--- src/hdl/assert_macros.svh ---
// Assertion helpers; clk and arst_n must be visible where they are used.
`ifndef ASSERT_MACROS_SVH
`define ASSERT_MACROS_SVH

// Same-cycle implication, off while reset is active
`define ASSERT_IMP(name, cond, expr) \
	name: assert property (@(posedge clk) disable iff (!arst_n) (cond) |-> (expr)) \
		else $error("assertion failed");

// Next-cycle implication, off while reset is active
`define ASSERT_NXT(name, cond, expr) \
	name: assert property (@(posedge clk) disable iff (!arst_n) (cond) |=> (expr)) \
		else $error("assertion failed");

`endif

--- src/hdl/alp_pkg.sv ---
package alp_pkg;

	localparam int FIELD_W = 24;

	localparam logic [31:0] ONE_Q22    = 32'h0040_0000;
	localparam logic [23:0] ENV_MAX    = 24'hFF_FFFF;
	localparam logic [23:0] ENV_FLOOR  = 24'd4194;
	localparam logic [23:0] GAIN_ONE   = 24'd1048576;
	localparam logic [23:0] GAIN_FLOOR = 24'd209715;
	localparam logic [14:0] SMOOTH_Q24 = 15'd16777;

	// mode register bits
	localparam int MODE_FILT = 0;
	localparam int MODE_AGC  = 1;
	localparam int MODE_LIM  = 2;
	localparam int MODE_MONO = 3;

	typedef enum logic [2:0] {
		REG_MODE    = 3'd0,
		REG_TARGET  = 3'd1,
		REG_ATTACK  = 3'd2,
		REG_RELEASE = 3'd3,
		REG_MAXGAIN = 3'd4,
		REG_COEF0   = 3'd5,
		REG_COEF1   = 3'd6
	} reg_idx_t;

	typedef struct packed {
		logic load;
		logic filt;
		logic gain;
		logic clip;
	} lane_cmd_t;

	typedef struct packed {
		logic busy;
	} lane_sts_t;

	// Clamp a signed value to a signed range of the given width
	function automatic logic signed [63:0] sat_to(input logic signed [63:0] v,
		input int unsigned bits);
		logic signed [63:0] hi;
		logic signed [63:0] lo;
		hi = (64'sd1 <<< (bits - 1)) - 64'sd1;
		lo = -hi - 64'sd1;
		if (v > hi) begin
			return hi;
		end else if (v < lo) begin
			return lo;
		end
		return v;
	endfunction

endpackage

--- src/hdl/alp_div.sv ---
// Restoring divider, one quotient bit per cycle; quotient must fit QUO_W bits
module alp_div #(
	parameter int NUM_W = 43,
	parameter int DEN_W = 24,
	parameter int QUO_W = 32
) (
	input  logic             clk,
	input  logic             arst_n,
	input  logic             start,
	input  logic [NUM_W-1:0] num,
	input  logic [DEN_W-1:0] den,
	output logic             busy,
	output logic [QUO_W-1:0] quo
);

	localparam int W     = DEN_W + QUO_W;
	localparam int CNT_W = $clog2(QUO_W + 1);

	logic [W-1:0]     rem_q;
	logic [W-1:0]     dsh_q;
	logic [QUO_W-1:0] quo_q;
	logic [CNT_W-1:0] cnt_q;

	// Load operands, then subtract the shifted divisor where it fits
	always_ff @(posedge clk or negedge arst_n) begin
		if (!arst_n) begin
			cnt_q <= '0;
		end else if (start) begin
			cnt_q <= CNT_W'(QUO_W);
		end else if (cnt_q != '0) begin
			cnt_q <= cnt_q - CNT_W'(1);
		end
	end

	always_ff @(posedge clk) begin
		if (start) begin
			rem_q <= W'(num);
			dsh_q <= W'(den) << (QUO_W - 1);
			quo_q <= '0;
		end else if (cnt_q != '0) begin
			if (rem_q >= dsh_q) begin
				rem_q <= rem_q - dsh_q;
				quo_q <= {quo_q[QUO_W-2:0], 1'b1};
			end else begin
				quo_q <= {quo_q[QUO_W-2:0], 1'b0};
			end
			dsh_q <= dsh_q >> 1;
		end
	end

	assign busy = (cnt_q != '0);
	assign quo  = quo_q;

endmodule

--- src/hdl/alp_lane.sv ---
// One channel: biquad cascade and gain multiply on a shared multiplier, soft limiter on a divider
module alp_lane #(
	parameter int SECTIONS    = 2,
	parameter int SAMPLE_BITS = 24
) (
	input  logic                     clk,
	input  logic                     arst_n,
	input  alp_pkg::lane_cmd_t       cmd,
	input  logic signed [23:0]       sample,
	input  logic [23:0]              gain,
	input  logic [SECTIONS-1:0][62:0] coef,
	output alp_pkg::lane_sts_t       sts,
	output logic signed [31:0]       value
);

	localparam int SEC_W = (SECTIONS > 1) ? $clog2(SECTIONS) : 1;

	typedef enum logic [4:0] {
		L_IDLE = 5'b00001,
		L_FILT = 5'b00010,
		L_GMUL = 5'b00100,
		L_GRND = 5'b01000,
		L_CLIP = 5'b10000
	} lstate_t;

	lstate_t state_q;
	logic [SEC_W-1:0] sec_q;
	logic [2:0] ph_q;
	logic signed [31:0] x_q;
	logic signed [31:0] x1_q [SECTIONS];
	logic signed [31:0] x2_q [SECTIONS];
	logic signed [31:0] y1_q [SECTIONS];
	logic signed [31:0] y2_q [SECTIONS];
	logic signed [59:0] acc_q;
	logic signed [58:0] prod_s1;
	logic neg_q;

	logic [62:0] cur;
	logic signed [20:0] b1, a1, a2;
	logic signed [33:0] xs;
	logic signed [24:0] mul_a;
	logic signed [33:0] mul_b;
	logic signed [58:0] product;
	logic signed [59:0] acc_r;
	logic signed [59:0] rnd;
	logic signed [31:0] y;
	logic signed [58:0] grnd;
	logic [32:0] abs_x;
	logic [32:0] d;
	logic [36:0] ten_a;
	logic clip_go;
	logic div_busy;
	logic [19:0] quo;
	logic [31:0] mag;

	// Coefficients and tap sum of the current section
	assign cur = coef[sec_q];
	assign b1  = cur[20:0];
	assign a1  = cur[41:21];
	assign a2  = cur[62:42];
	assign xs  = 34'(x_q) + {x1_q[sec_q][31], x1_q[sec_q], 1'b0} + 34'(x2_q[sec_q]);

	// Select multiplier operands
	always_comb begin
		mul_a = $signed({1'b0, gain});
		mul_b = 34'(x_q);
		if (state_q == L_FILT) begin
			unique case (ph_q)
				3'd0: begin
					mul_a = 25'(b1);
					mul_b = xs;
				end
				3'd1: begin
					mul_a = 25'(a1);
					mul_b = 34'(y1_q[sec_q]);
				end
				default: begin
					mul_a = 25'(a2);
					mul_b = 34'(y2_q[sec_q]);
				end
			endcase
		end
	end

	assign product = mul_a * mul_b;

	always_ff @(posedge clk) begin
		prod_s1 <= product;
	end

	// Round the accumulator to 22 fraction bits, saturate to 32 bits
	assign acc_r = acc_q + 60'sd524288;
	assign rnd   = acc_r >>> 20;
	assign y     = 32'(alp_pkg::sat_to(64'(rnd), 32));
	assign grnd  = (prod_s1 + 59'sd524288) >>> 20;

	// Limiter operands: d = |x| - 1, numerator 2*d*2^22 + 10*|x|, divisor 20*|x|
	assign abs_x   = x_q[31] ? (33'd0 - {x_q[31], x_q}) : {1'b0, x_q};
	assign d       = abs_x - {1'b0, alp_pkg::ONE_Q22};
	assign ten_a   = 37'({abs_x, 3'b000}) + 37'({abs_x, 1'b0});
	assign clip_go = (state_q == L_IDLE) && cmd.clip && !cmd.load
		&& (abs_x > {1'b0, alp_pkg::ONE_Q22});
	assign mag     = alp_pkg::ONE_Q22 + 32'(quo);

	alp_div #(
		.NUM_W(56),
		.DEN_W(37),
		.QUO_W(20)
	) u_div (
		.clk   (clk),
		.arst_n(arst_n),
		.start (clip_go),
		.num   ({d, 23'b0} + 56'(ten_a)),
		.den   (37'({ten_a, 1'b0})),
		.busy  (div_busy),
		.quo   (quo)
	);

	// Sequence the lane work
	always_ff @(posedge clk or negedge arst_n) begin
		if (!arst_n) begin
			state_q <= L_IDLE;
			sec_q   <= '0;
			ph_q    <= '0;
			x_q     <= '0;
			neg_q   <= 1'b0;
			acc_q   <= '0;
			for (int i = 0; i < SECTIONS; i++) begin
				x1_q[i] <= '0;
				x2_q[i] <= '0;
				y1_q[i] <= '0;
				y2_q[i] <= '0;
			end
		end else begin
			unique case (state_q)
				L_IDLE: begin
					priority if (cmd.load) begin
						x_q <= 32'(alp_pkg::sat_to(64'(sample), SAMPLE_BITS));
					end else if (cmd.filt) begin
						state_q <= L_FILT;
						sec_q   <= '0;
						ph_q    <= '0;
					end else if (cmd.gain) begin
						state_q <= L_GMUL;
					end else if (clip_go) begin
						neg_q   <= x_q[31];
						state_q <= L_CLIP;
					end
				end
				L_FILT: begin
					unique case (ph_q)
						3'd0: ph_q <= ph_q + 3'd1;
						3'd1: begin
							acc_q <= 60'(prod_s1);
							ph_q  <= ph_q + 3'd1;
						end
						3'd2, 3'd3: begin
							acc_q <= acc_q - {prod_s1, 1'b0};
							ph_q  <= ph_q + 3'd1;
						end
						default: begin
							x2_q[sec_q] <= x1_q[sec_q];
							x1_q[sec_q] <= x_q;
							y2_q[sec_q] <= y1_q[sec_q];
							y1_q[sec_q] <= y;
							ph_q <= '0;
							if (sec_q == SEC_W'(SECTIONS - 1)) begin
								x_q     <= 32'(alp_pkg::sat_to(64'(y), SAMPLE_BITS));
								state_q <= L_IDLE;
							end else begin
								x_q   <= y;
								sec_q <= sec_q + SEC_W'(1);
							end
						end
					endcase
				end
				L_GMUL: state_q <= L_GRND;
				L_GRND: begin
					x_q     <= 32'(alp_pkg::sat_to(64'(grnd), SAMPLE_BITS));
					state_q <= L_IDLE;
				end
				L_CLIP: begin
					if (!div_busy) begin
						x_q     <= neg_q ? -mag : mag;
						state_q <= L_IDLE;
					end
				end
				default: state_q <= L_IDLE;
			endcase
		end
	end

	assign sts.busy = (state_q != L_IDLE);
	assign value    = x_q;

endmodule

--- config.mk ---
export PLATFORM = sky130hd
export DESIGN_NAME = alp_lane
export DESIGN_NICKNAME = d
export VERILOG_FILES = /design/src/hdl/assert_macros.svh /design/src/hdl/alp_pkg.sv /design/src/hdl/alp_div.sv /design/src/hdl/alp_lane.sv
export SDC_FILE = /design/constraint.sdc
export NUM_CORES = 2
export LEC_CHECK = 0
export BUFFER_PORTS_ARGS = -buffer_cell sky130_fd_sc_hd__buf_4
export CORE_MARGIN = 2
export CORE_UTILIZATION = 55
export DETAILED_ROUTE_END_ITERATION = 7
export GPL_TIMING_DRIVEN = 0
export PLACE_DENSITY = 0.72
export REMOVE_ABC_BUFFERS = 1
export SETUP_SLACK_MARGIN = 0.5
export SLEW_MARGIN = 20
export SYNTH_ARGS = -nofsm -noshare
export SYNTH_HDL_FRONTEND = slang
export SYNTH_SLANG_ARGS = --single-unit
--- constraint.sdc ---
create_clock -name clk -period 27.7 [get_ports clk]
set_input_delay 8.31 -clock clk [delete_from_list [all_inputs] [get_ports clk]]
set_output_delay 8.31 -clock clk [all_outputs]
set_load 0.02 [all_outputs]
==> metrics.csv <==
stage,metric,value,unit
cells_and_area,layout cells sized above 1,10.38,%
global_routing,GRT Overall Usage,34.93,%
route,drt first pass iters,8,
hold_path,worst hold-check path type,register to register,
yosys,Synth Area in Simple Gates,14.52,%
yosys,main combinational cell family by area after synthesis,adder cells,
cells_and_area,Final #Nets,9268,
die,Core ar.,0.1238,sq mm
yosys,Syn Inst Count,7817,
critical_path,data required time of the worst path,28.20,ns
die,Die H,357.2,um
critical_path,kind of end point of the critical path,register,
yosys,Synth Area in Adders,32.99,%
global_routing,first-pass GRT wire length,341.0,mm
yosys,yosys warns,0,
yosys,mux contribution to synthesized area,5.140,%
cells_and_area,filler cell count,10447,
die,die area,0.1276,sq mm
clock_network,TritonCTS buffer count,61,
yosys,count of cell types in the netlist,89,
yosys,Mapped Area,0.06860,sq mm
sta,Sum Neg Setup Slack,0,ns
yosys,most frequent cell after synthesis,inv_1,
clock_network,CTS Root Cell,clkbuf_16,
critical_path,largest stage delay on the critical path,0.90,ns
critical_path,WP data arrival,19.29,ns
status,status,"complete, but fails checks",
clock_network,clock buffer depth,3,
route,vias,58014,
yosys,"EDFF count, synth",92,
route,DRT iter0 DRCs,5879,
clock_network,hold_buf cts,0,
yosys,Post-Synth XOR/XNOR Area,4.418,%
die,Starting Density,55.41,%
sta,Max Slew Vio Count,0,
critical_path,crit path launch type,input port,
die,Die Wd,357.2,um
yosys,most frequent cells after synthesis,"inv_1, nand2_1, fa_1, nor2_1, a21oi_1",
yosys,"FF+latch count, synth",554,
route,vias per cell,6.100,
route,final WL,221.6,mm
sta,Clock Skews,0.03212,ns
critical_path,Worst Path Max Fanout,13,
critical_path,CP Class,input port to register,
route,drt wl/cell,23.30,um
clock_network,# H-tree levels,2,
sta,crit share post-route,67.86,%
run,Max Cap Viol,0,
clock_network,post_cts resized,0,
sta,unrepaired setup endpoints after global routing,no,
yosys,Synth Area in Compound Gates,14.07,%
sta,Worst-Margin Slew,1.256,ns
global_routing,pin count of the biggest net entering global routing,92,
yosys,Synth area leader,fa_1,
die,FP Rows,129,
yosys,"Seq/Total Area, Yosys",20.15,%
sta,"Setup violations, final",0,
die,top-level I/O count,213,
global_routing,number of global-route vias before repair,58856,
global_routing,gr ovfl total,0,
cells_and_area,area grow syn2layout,10.15,%
sta,final hold vios,0,
yosys,post-synth top area share,26.35,%
clock_network,post-CTS setup buffer count,0,
clock_network,Clock Latency Late Sink,0.69,ns
yosys,top post-synthesis cells by area,"fa_1, dfrtp_1, ha_1",
yosys,ys async rst share,65.34,%
critical_path,Worst path slowest cell,o41ai_1,
clock_network,clk slew on worst S/H paths,0.07,ns
yosys,commonest register cell after synthesis,dfrtp_1,
yosys,syn avg cell area,8.775,sq um
clock_network,CTS sink cnt,554,
placement,GP Congestion,0.9887,
sta,Rel. slew slack,15.68,%
placement,HPWL after DPL,175.7,mm
sta,max frequency,53.20,MHz
global_routing,initial antenna violation count,7,
sta,crit path time final,18.80,ns
placement,IO buf count,212,
clock_network,CTS tree,done,
route,post-route ant nets,0,
route,Residual DRC,38,
status,failing checks,design-rule violations,
[per-stage QoR]
stage	hold slack, ns	instances	instance area, sq um	setup WS (ns)	util [%]
final	0.4666	9511	75560	8.904	61.03
after global routing	0.4848	9510	75560	8.584	61.03
after CTS	0.4693	9509	75520	8.981	61.01
after detailed placement	0.4502	9395	73480	8.327	59.35
after global placement	0.4490	9274	70690	0.1503	57.10
after floorplan	0.4362	7425	67050	8.119	-
[per-layer routing]
metal  vias up  global-route usage [%]  share of wire (%)
met1     28732                   45.90                 39
li1      25704                       -                  -
met4         2                   16.89                5.6
met5         -                       0             0.0077
met2      3008                   54.79                 45
met3       568                   7.949                 11
[registers in the layout, indices dropped and copies added, names as in the netlist]
signal and cells:
state_q 5, u_div.cnt_q 5, acc_q 59, u_div.dsh_q 56, value 32, u_div.quo 20
sec_q 1, ph_q 3, x2_q 64, x1_q 64, u_div.rem_q 57, neg_q 1
prod_s1 59, y1_q 64, y2_q 64
[critical path, delay by kind of cell]
kind	cells	cell delay [ns]
AOI/OAI and AO/OA	8	3.27
xor gates and xnor gates	1	0.69
adders and majority gates	8	4.26
buffers and inverters	9	1.38
muxes	1	0.13
and+or+nand+nor	5	1.24
[cells in the final DEF, fill, tap and decap left out, types with 18 or more instances in the layout]
cell type and n:
a211oi_1 43, a21o_1 161, a21oi_1 454, a221oi_1 55, a31oi_1 53, and2_1 54, and3_1 42, buf_16 46
buf_4 223, buf_6 28, clkbuf_16 64, dfrtp_1 359, dfxtp_1 100, edfxtp_1 92, fa_1 902, ha_1 364
inv_1 1175, mux2_2 210, mux2i_1 109, nand2_1 922, nand2b_1 54, nand3_1 125, nand4_1 67, nor2_1 657
nor2b_1 42, nor3_1 84, nor4_1 32, o211ai_1 19, o21a_1 45, o21ai_0 290, o21ai_1 18, o21ai_2 20
o21bai_1 44, o22ai_1 44, o31ai_1 27, or2_2 32, or3_1 39, xnor2_1 222, xor2_1 124
[layout make-up]
class,count,area [sq um],share of cell area (%)
Inverter,1178,4422,5.852
Tap cell,1637,2048,2.711
Antenna cell,2,5.005,0.006624
Clock inverter,30,260.3,0.3444
Multi-Input combinational cell,5693,49430,65.42
Sequential cell,554,13830,18.30
Clock buffer,84,1787,2.365
Timing Repair Buffer,333,3776,4.998
[cell families after synthesis]
kind of cell,after synthesis
other cells,1
mux,326
fa+ha+maj,1267
compound gates,1507
flops,554
xor+xnor,346
buf+inv,1571
simple gates,2245
[final timing paths]
| path | slack [ns] | endpoint | depth (start not counted) | from |
|---|---|---|---|---|
| worst max-delay path | 8.90 | prod_s1[58] | 32 | coef[83] |
| worst min-delay path | 0.47 | acc_q[9] | 2 | prod_s1[9] |
| worst max register to register | 13.00 | prod_s1[58] | 39 | sec_q |
| worst min register to register | 0.47 | acc_q[9] | 2 | prod_s1[9] |
| max in group asynchronous | 18.41 | x1_q[29] | 4 | arst_n |
| min in group asynchronous | 7.55 | u_div.cnt_q[1] | 1 | arst_n |
Power is not shown: default switching activity piles up to over one toggle a cycle in this logic, so the estimate is an artifact.
