<file path="config.mk">
export PLATFORM = sky130hd
export DESIGN_NAME = alp_div
export DESIGN_NICKNAME = d
export VERILOG_FILES = /design/src/hdl/assert_macros.svh /design/src/hdl/alp_div.sv
export SDC_FILE = /design/constraint.sdc
export NUM_CORES = 1
export LEC_CHECK = 0
export BUFFER_PORTS_ARGS = -buffer_cell sky130_fd_sc_hd__buf_4
export CAP_MARGIN = 20
export CORE_AREA = 2 2 150 152
export DETAILED_ROUTE_END_ITERATION = 10
export DIE_AREA = 0 0 152 154
export MAX_ROUTING_LAYER = met4
export SETUP_SLACK_MARGIN = 0.2
export SYNTH_ARGS = -nofsm -noshare
export SYNTH_HDL_FRONTEND = slang
export SYNTH_SLANG_ARGS = --single-unit
</file>
<file path="constraint.sdc">
create_clock -name clk -period 7.9 [get_ports clk]
set_input_delay 0.395 -clock clk [delete_from_list [all_inputs] [get_ports clk]]
set_output_delay 0.395 -clock clk [all_outputs]
set_load 0.02 [all_outputs]
</file>
<file path="src/hdl/assert_macros.svh">
// Assertion helpers; clk and arst_n must be visible where they are used.
`ifndef ASSERT_MACROS_SVH
`define ASSERT_MACROS_SVH

// Same-cycle implication, off while reset is active
`define ASSERT_IMP(name, cond, expr) \
	name: assert property (@(posedge clk) disable iff (!arst_n) (cond) |-> (expr)) \
		else $error("assertion failed");

// Next-cycle implication, off while reset is active
`define ASSERT_NXT(name, cond, expr) \
	name: assert property (@(posedge clk) disable iff (!arst_n) (cond) |=> (expr)) \
		else $error("assertion failed");

`endif

</file>
<file path="src/hdl/alp_div.sv">
// Restoring divider, one quotient bit per cycle; quotient must fit QUO_W bits
module alp_div #(
	parameter int NUM_W = 43,
	parameter int DEN_W = 24,
	parameter int QUO_W = 32
) (
	input  logic             clk,
	input  logic             arst_n,
	input  logic             start,
	input  logic [NUM_W-1:0] num,
	input  logic [DEN_W-1:0] den,
	output logic             busy,
	output logic [QUO_W-1:0] quo
);

	localparam int W     = DEN_W + QUO_W;
	localparam int CNT_W = $clog2(QUO_W + 1);

	logic [W-1:0]     rem_q;
	logic [W-1:0]     dsh_q;
	logic [QUO_W-1:0] quo_q;
	logic [CNT_W-1:0] cnt_q;

	// Load operands, then subtract the shifted divisor where it fits
	always_ff @(posedge clk or negedge arst_n) begin
		if (!arst_n) begin
			cnt_q <= '0;
		end else if (start) begin
			cnt_q <= CNT_W'(QUO_W);
		end else if (cnt_q != '0) begin
			cnt_q <= cnt_q - CNT_W'(1);
		end
	end

	always_ff @(posedge clk) begin
		if (start) begin
			rem_q <= W'(num);
			dsh_q <= W'(den) << (QUO_W - 1);
			quo_q <= '0;
		end else if (cnt_q != '0) begin
			if (rem_q >= dsh_q) begin
				rem_q <= rem_q - dsh_q;
				quo_q <= {quo_q[QUO_W-2:0], 1'b1};
			end else begin
				quo_q <= {quo_q[QUO_W-2:0], 1'b0};
			end
			dsh_q <= dsh_q >> 1;
		end
	end

	assign busy = (cnt_q != '0);
	assign quo  = quo_q;

endmodule

</file>
==> results of run 1 <==
layout make-up:
cell class	count	area, um2
clock inverters	11	81.33
fillers	2175	11000
multi-input cells	844	4964
clock buffers	21	504.2
well taps	280	350.3
inverters	78	292.8
repair buffers	108	817.0
flip-flops and latches	149	3684
how the worst max path moves through the flow:
| stage | end | slack, ps | depth (start not counted) |
|---|---|---|---|
| 2_1_floorplan | rem_q[0]$_DFFE_PP_ | 4180 | 12 |
| 3_3_place_gp | rem_q[20]$_DFFE_PP_ | 4120 | 11 |
| 3_5_place_dp | rem_q[41]$_DFFE_PP_ | 4030 | 11 |
| 4_1_cts | rem_q[20]$_DFFE_PP_ | 4020 | 11 |
| 5_1_grt | rem_q[39]$_DFFE_PP_ | 3820 | 11 |
| 6_report | rem_q[17]$_DFFE_PP_ | 4060 | 11 |
worst reg2reg max path, delay by kind of cell, from the launching register on:
kind / cells / cell delay, ps
adder cells (fa/ha/maj): 2 / 620
AND/OR/NAND/NOR: 3 / 630
AO/OA/AOI/OAI: 4 / 1050
flip-flops: 1 / 320
buffers and inverters: 2 / 820
cells by family (layout without fill, tap and decap cells):
logic type      after synthesis  after routing  synth area share
flops                       149            149            0.4006
mux                           2              2          0.002449
xor+xnor                     42             42           0.04001
buf+inv                     142            218           0.06014
fa+ha+maj                    57             57           0.07838
compound gates              341            341            0.2230
simple gates                402            402            0.1954
per-stage QoR:
step,utilization,hold WS (ps)
6_report,0.4930,232.3
5_1_grt,0.4930,235.1
4_1_cts,0.4930,223.4
3_5_place_dp,0.4656,208.0
3_3_place_gp,0.4656,207.5
2_1_floorplan,-,99.41
Yosys cell counts, types with 3 or more instances:
cell type,number
nand3_1,18
nor3b_1,6
a21oi_1,136
a21o_1,10
dfxtp_1,76
nor3_1,14
or2_2,3
buf_1,4
and3_1,7
a22o_1,4
a211oi_1,6
or4_1,3
nor2b_1,8
o31ai_1,29
inv_1,77
and2_1,4
clkbuf_1,49
o31a_1,5
buf_2,8
o21a_1,10
a31oi_1,7
o21ai_0,87
or3_1,7
nor4_1,5
nand2_1,242
xor2_1,15
xnor2_1,27
nand2b_1,8
o21bai_1,9
ha_1,56
dfrtp_1,6
o211ai_1,9
nand4_1,19
o2111ai_1,3
edfxtp_1,67
o41ai_1,4
nor2_1,48
routing by layer:
metal | global-route usage | vias to the layer above
met3 | 0.04566 | 24
li1 | - | 4134
met2 | 0.3097 | 189
met5 | - | -
met1 | 0.2954 | 3731
met4 | 0.05652 | 0
power breakdown:
part           leakage [nW]  total (mW)  switching, mW  internal, mW
Clock                 0.295       0.818          0.355         0.463
Combinational          2.48        2.26           1.40         0.865
Sequential             1.39        1.14         0.0731          1.07
flip-flops by register name (all words and copies together) (netlist names):
signal	count
dsh_q	55
cnt_q	6
rem_q	56
quo	32
==> reports/metrics.yaml, run 1 <==
dieArea_um2: 23410
dieHeight_um: 154
synth_area_leader_cell: "edfxtp_1"
area_growth_pct: 16.29
timing.max_slew.rel_slack: 0.3175
diodes: 0
timing.final.crit_period_ps: 3842
grt_usage: 0.2112
cts_made_buffers: 17
m1WireLength_um: 11760
synth_edf_count: 67
dpl_cell_area_um2: 10100
hold_path_class: "input port to flip-flop"
nNetsFinal: 1325
cap_violations: 0
hold_viol: 0
cts_tree: "done"
io_buffers: 102
max_stage_delay_ps: 780
wl_per_cell_um: 15.80
synth_area_per_cell_um2: 8.101
post-route-cell-area_um2: 10690
finalSetupViolCount: 0
synth.top_cell.area_share: 0.2188
crit_slowest_cell: "inv_2"
cts.clk_slew.worst_paths_ps: 60
path_class: "flip-flop to flip-flop"
antenna_left: 0
synth.area.top_cells: "edfxtp_1, dfxtp_1, nand2_1"
dp_hpwl_um: 16750
peakVddDrop_mv: 0.1892
syn-num-nets: 1262
required_ps: 7950
reg2reg_slack_ps: 4060
clock_path_buffers: 2
synth_area_um2: 9195
cts-root-buf: "clkbuf_16"
r2r-start: "rem_q[0]$_DFFE_PP_"
place_ws_ps: 4031
grt_pass1_vias: 7783
worstHoldStart: "num[2]"
layout.cells.non_filler: 1491
top_layer_used: "met4"
worstSetupEndpointType: "flip-flop"
drc: 0
ctsHoldBuffers: 1
synth_seq_cells: 149
cp.arrival_ps: 3900
die_w_um: 152
fin_crit_sh: 0.4864
path_cells: "inv_1 -> ha_1 -> fa_1 -> nand2b_1 -> a211oi_2 -> o311ai_1 -> nand2_1 -> o41ai_1 -> a2111o_1 -> and3_1 -> inv_2"
r2r_end: "rem_q[17]$_DFFE_PP_"
synth_cell_types: 67
startpoint: "rem_q[0]$_DFFE_PP_"
slew_viol_final: 0
post_cts_buffers: 0
yosysWarnings: 0
total_power_mw: 4.219
critPathMaxFanout: 43
worst_skew_pair.late_latency_ps: 440
coreArea_um2: 21690
drtPass1Iterations: 5
dr_wl_met2_um: 10150
powerDensity_nw_per_um2: 394.6
final_cell_mix: "nand2_1, a21oi_1, buf_4, o21ai_0, dfxtp_1"
status: "finished clean"
vias_per_cell: 5.418
synthCells: 1135
synthFlopType: "dfxtp_1"
async_flop_share: 0.04027
fmax_mhz: 260.3
num_rows: 54
yosysSeqAreaShare: 0.4006
whs_endpoint: "rem_q[2]$_DFFE_PP_"
cp_top_family: "compound AO/OA/AOI/OAI gates"
fin_ws_ps: 4058
whs_path_depth: 3
start_kind: "flip-flop"
setup_tns_ps: 0
path_buf_inv: 2
ctsHtreeMaxLevel: 4
placedCellCount: 1458
drive_gt1_frac: 0.1272
grt_max_degree: 92
ios: 103
r2r_cells: 11
grt_first_pass_wirelength_um: 39590
clock-sinks: 149
drt_iter0_markers: 521
rsz0062_at_grt: "no"
leakagePower_nw: 4.168
overflow: 0
final_common_cell: "nand2_1"
start_util: 0.4240
routed-wl-met3_um: 1349
vias: 8078
wl_um: 23560
final.setup_skew_ps: 11.25
tightest_slew_ps: 1024
antenna_found_initial: 0
place.gp.congestion: 0.8891
post_cts_resized: 0
Power figures use the tool's default switching activity.
==> run 2: changes to the inputs <==
Clock period 7.9 ns to 3.9 ns, I/O delays scaled along.
==> run 2 against run 1 <==
  * Register-to-register slack worse by 3600 ps
  * Sequential share of layout area down 0.21 points
  * Non-clock buffer count up 3
  * Largest cell class unchanged
  * Highest routed layer unchanged
==> reports/metrics.yaml, run 2 (same netlist as run 1, synthesis figures left out) <==
slew_viol_final: 0  # unchanged
worst_skew_pair.late_latency_ps: 430  # about the same
r2r-start: "rem_q[0]$_DFFE_PP_"
dp_hpwl_um: 16930  # +1.0%
fillCellCount: 2152  # -1.1%
powerDensity_nw_per_um2: 801.1  # +100%
ctsHtreeMaxLevel: 4  # unchanged
finalSetupViolCount: 0  # unchanged
final_cell_mix: "nand2_1, a21oi_1, buf_4, o21ai_0, dfxtp_1"
drtPass1Iterations: 5  # unchanged
place.gp.congestion: 0.9071  # +2.0%
drc: 0  # unchanged
dpl_cell_area_um2: 10150  # +0.51%
cts_made_buffers: 17  # unchanged
overflow: 0  # unchanged
start_kind: "flip-flop"
grt_first_pass_wirelength_um: 39220  # -0.92%
worstHoldStart: "den[1]"
hold_viol: 0  # unchanged
timing.max_slew.rel_slack: 0.4920  # +0.1745
num_rows: 54  # unchanged
drive_gt1_frac: 0.1310  # +0.003804
cp_top_family: "compound AO/OA/AOI/OAI gates"
largest_reg_flops: 56  # unchanged
start_util: 0.4240  # unchanged
hold_ws_ps: 35.57  # -196.8 ps
fmax_mhz: 288.6  # +11%
required_ps: 4050  # -3900 ps
antenna_left: 0  # unchanged
post_cts_buffers: 0  # unchanged
setup_tns_ps: 0  # unchanged
status: "finished clean"
cts_tree: "done"
coreArea_um2: 21690  # unchanged
worstSetupEndpointType: "flip-flop"
startpoint: "rem_q[0]$_DFFE_PP_"
final.setup_skew_ps: 10.31  # -0.9425 ps
clock-sinks: 149  # unchanged
dieArea_um2: 23410  # unchanged
path_buf_inv: 3  # +1
hold_path_class: "input port to flip-flop"
wl_per_cell_um: 15.93  # +0.79%
clock_path_buffers: 2  # unchanged
wl_um: 23800  # +1.0%
diodes: 0  # unchanged
grt_pass1_vias: 7774  # -0.12%
io_buffers: 102  # unchanged
cap_violations: 0  # unchanged
post-route-cell-area_um2: 10760  # +0.62%
fin_crit_sh: 0.8884  # +0.4020
area_growth_pct: 17.01
path_class: "flip-flop to flip-flop"
die_w_um: 152  # unchanged
dieHeight_um: 154  # unchanged
leakagePower_nw: 4.188  # +0.49%
ios: 103  # unchanged
grt_usage: 0.2096  # -0.001579
crit_slowest_cell: "o41ai_1"
cp.arrival_ps: 3620  # -280 ps
cts-root-buf: "clkbuf_16"
critPathMaxFanout: 43  # unchanged
total_power_mw: 8.619  # +100%
vias: 8163  # +1.1%
path_cells: "inv_1 -> ha_1 -> fa_1 -> nand2b_1 -> a211oi_2 -> o311ai_1 -> nand2_1 -> o41ai_1 -> a2111o_1 -> and3_2 -> clkinvlp_4 -> buf_12"
rsz0062_at_grt: "no"
cts.clk_slew.worst_paths_ps: 70  # about the same
grt_max_degree: 126  # +37%
max_stage_delay_ps: 490  # -290 ps
tightest_slew_ps: 762.0  # -261.8 ps
timing.final.crit_period_ps: 3465  # -377.6 ps
drt_iter0_markers: 618  # +19%
vias_per_cell: 5.464  # +0.85%
antenna_found_initial: 0  # unchanged
final_common_cell: "nand2_1"
finish.utilization: 0.4961  # +0.003058
nNetsFinal: 1328  # +0.23%
regMostFlops: "rem_q"
peakVddDrop_mv: 0.3428  # +81%
## run 2: per-layer routing
metal / share of wire / global-route usage / up-vias
li1: - / - / 4148
met1: 0.48 / 0.2820 / 3799
met2: 0.44 / 0.3175 / 196
met3: 0.063 / 0.05496 / 20
met4: 0.011 / 0.04806 / 0
met5: 0 / - / -
## run 2: tightest hold or removal path, cell delays in order
cell and delay (ps):
buf_4 70, nand2_1 40, o31ai_1 50
## run 2: final timing paths
kind,endpoint,slack [ps],depth (start not counted)
worst max register to register,rem_q[41]$_DFFE_PP_,440,12
worst min-delay path,dsh_q[32]$_DFFE_PP_,40,3
worst max-delay path,rem_q[41]$_DFFE_PP_,440,12
min in group asynchronous,cnt_q[0]$_DFFE_PN0P_,100,2
max in group asynchronous,cnt_q[4]$_DFFE_PN0P_,3680,2
worst min register to register,quo[31]$_SDFFE_PP0N_,460,2
## run 2: final cells by class
cell class / instances / area (um2) / area share
Clock buffer: 20 / 479.2 / 0.04454
Clock inverter: 12 / 116.4 / 0.01082
Inverter: 78 / 296.5 / 0.02756
Multi-Input combinational cell: 844 / 4969 / 0.4618
Sequential cell: 149 / 3684 / 0.3424
Tap cell: 280 / 350.3 / 0.03256
Timing Repair Buffer: 111 / 864.6 / 0.08036
## run 2: repair_timing
item / in CTS / in global routing
gates resized for setup: 0 / 2
setup endpoints to repair: 0 / 44
hold endpoints to repair: 6 / 0
hold buffers: 1 / 0
## run 2: power by group
group / internal [mW] / switching [mW] / leakage (nW)
Combinational: 1.79 / 2.86 / 2.50
Sequential: 2.15 / 0.149 / 1.39
Clock: 0.963 / 0.709 / 0.293
## run 2: through the flow
stage               std cells  setup WS (ps)
floorplan                1135          449.2
global placement         1461          447.0
detailed placement       1461          370.6
CTS                      1494          326.9
global route             1494          230.3
finish                   1494          435.1
==> run 3: changes to the inputs <==
Settings changed: CORE_AREA 2 2 150 152 to 2 2 133 135, DIE_AREA 0 0 152 154 to 0 0 135 137, PLACE_DENSITY set to 0.74.
==> run 3 against run 2 <==
  * Sequential power about the same
  * Routed wire length down 3.8%
  * Fmax fell by 0.21%
  * Design area decreased by 0.70%
  * Critical path type unchanged
  * Highest routed layer unchanged
==> reports/metrics.yaml, run 3 (same netlist as run 1, synthesis figures left out) <==
finalSetupViolCount: 0  # unchanged
wl_per_cell_um: 15.88  # -0.28%
drtPass1Iterations: 5  # unchanged
nNetsFinal: 1330  # +0.15%
antenna_left: 0  # unchanged
post_cts_buffers: 0  # unchanged
vias: 8252  # +1.1%
clock-sinks: 149  # unchanged
num_rows: 48  # -11%
fillCellCount: 1566  # -27%
cp.arrival_ps: 3750  # +130 ps
start_kind: "flip-flop"
dieArea_um2: 18500  # -21%
cts_tree: "done"
leakagePower_nw: 4.192  # about the same
worst_skew_pair.late_latency_ps: 430  # about the same
rsz0062_at_grt: "no"
grt_first_pass_wirelength_um: 37420  # -4.6%
powerDensity_nw_per_um2: 803.7  # +0.33%
wl_um: 22890  # -3.8%
finish.utilization: 0.6264  # +0.1303
coreArea_um2: 17060  # -21%
regMostFlops: "rem_q"
ios: 103  # unchanged
slew_viol_final: 0  # unchanged
hold_viol: 0  # unchanged
grt_usage: 0.2602  # +0.05058
diodes: 0  # unchanged
cts_made_buffers: 17  # unchanged
placedCellCount: 1408  # -3.6%
timing.final.crit_period_ps: 3472  # +7.297 ps
cap_violations: 0  # unchanged
cts-root-buf: "clkbuf_16"
final_cell_mix: "nand2_1, a21oi_1, buf_4, o21ai_0, dfxtp_1"
overflow: 0  # unchanged
drive_gt1_frac: 0.1275  # -0.003505
status: "finished clean"
timing.max_slew.rel_slack: 0.4583  # -0.03377
tightest_slew_ps: 812.6  # +50.65 ps
hold_ws_ps: 37.97  # +2.404 ps
grt_max_degree: 88  # -30%
io_buffers: 102  # unchanged
dp_hpwl_um: 16220  # -4.2%
cts.clk_slew.worst_paths_ps: 60  # about the same
final.setup_skew_ps: 14.65  # +4.344 ps
final_common_cell: "nand2_1"
required_ps: 4170  # +120 ps
place.gp.congestion: 0.9201  # +1.4%
start_util: 0.5391  # +0.1151
layout.cells.non_filler: 1441  # -3.5%
dieHeight_um: 137  # -11%
grt_pass1_vias: 7733  # -0.53%
fmax_mhz: 288.0  # -0.21%
drt_iter0_markers: 587  # -5.0%
drc: 0  # unchanged
peakVddDrop_mv: 0.3636  # +6.1%
clock_path_buffers: 2  # unchanged
critPathMaxFanout: 4  # -91%
path_class: "flip-flop to flip-flop"
fin_ws_ps: 427.8  # -7.297 ps
fin_crit_sh: 0.8903  # +0.001871
area_growth_pct: 16.19
setup_tns_ps: 0  # unchanged
die_w_um: 135  # -11%
ctsHtreeMaxLevel: 4  # unchanged
place_ws_ps: 401.2  # +30.58 ps
vias_per_cell: 5.727  # +4.8%
hold_path_class: "input port to flip-flop"
antenna_found_initial: 0  # unchanged
worstSetupEndpointType: "flip-flop"
post-route-cell-area_um2: 10680  # -0.70%
dpl_cell_area_um2: 10070  # -0.78%
largest_reg_flops: 56  # unchanged
total_power_mw: 8.587  # -0.37%
-- run 3: critical path, stage by stage (launching register included) --
cell and delay (ps):
dfxtp_1 400, inv_1 80, ha_1 290, nor2b_1 160, o31a_1 290, o21ai_1 340, nand4b_1 190, a2111oi_2 660
nor3_1 170, nor3_1 460, or4b_1 190, o311ai_1 80
-- run 3: final timing paths --
path | startpoint | end | slack (ps) | cells after the start
setup / recovery | dsh_q[1]$_SDFFE_PP0N_ | rem_q[49]$_SDFFE_PP0P_ | 430 | 11
hold / removal | num[30] | rem_q[30]$_DFFE_PP_ | 40 | 3
setup reg to reg | dsh_q[1]$_SDFFE_PP0N_ | rem_q[49]$_SDFFE_PP0P_ | 430 | 11
hold reg to reg | quo[31]$_SDFFE_PP0N_ | quo[31]$_SDFFE_PP0N_ | 460 | 2
max in group asynchronous | arst_n | cnt_q[5]$_DFFE_PN0P_ | 3670 | 2
min in group asynchronous | arst_n | cnt_q[0]$_DFFE_PN0P_ | 120 | 2
-- run 3: what timing repair did --
item                       in CTS  in global routing
hold endpoints to repair        6                  0
setup endpoints to repair       0                 43
hold buffers                    1                  0
gates resized for setup         0                  1
-- run 3: final cells by class --
class / instances / area, um2 / share of cell area
Timing Repair Buffer: 113 / 858.3 / 0.08034
Clock inverter: 4 / 28.78 / 0.002694
Sequential cell: 149 / 3684 / 0.3448
Multi-Input combinational cell: 844 / 4964 / 0.4646
Inverter: 78 / 296.5 / 0.02775
Clock buffer: 28 / 571.8 / 0.05352
Tap cell: 225 / 281.5 / 0.02635
-- run 3: power breakdown --
part	total, mW	switching, mW	internal, mW
registers	2.31	0.155	2.16
clock network	1.65	0.648	1.00
logic	4.62	2.85	1.78
total	8.59	3.65	4.94
-- run 3: metal layers --
layer	up-vias	routed length, um	track usage
li1	4143	-	-
met1	3862	10790	0.3485
met2	206	10370	0.4019
met3	41	1305	0.05444
met4	0	420	0.07292
met5	-	0	-
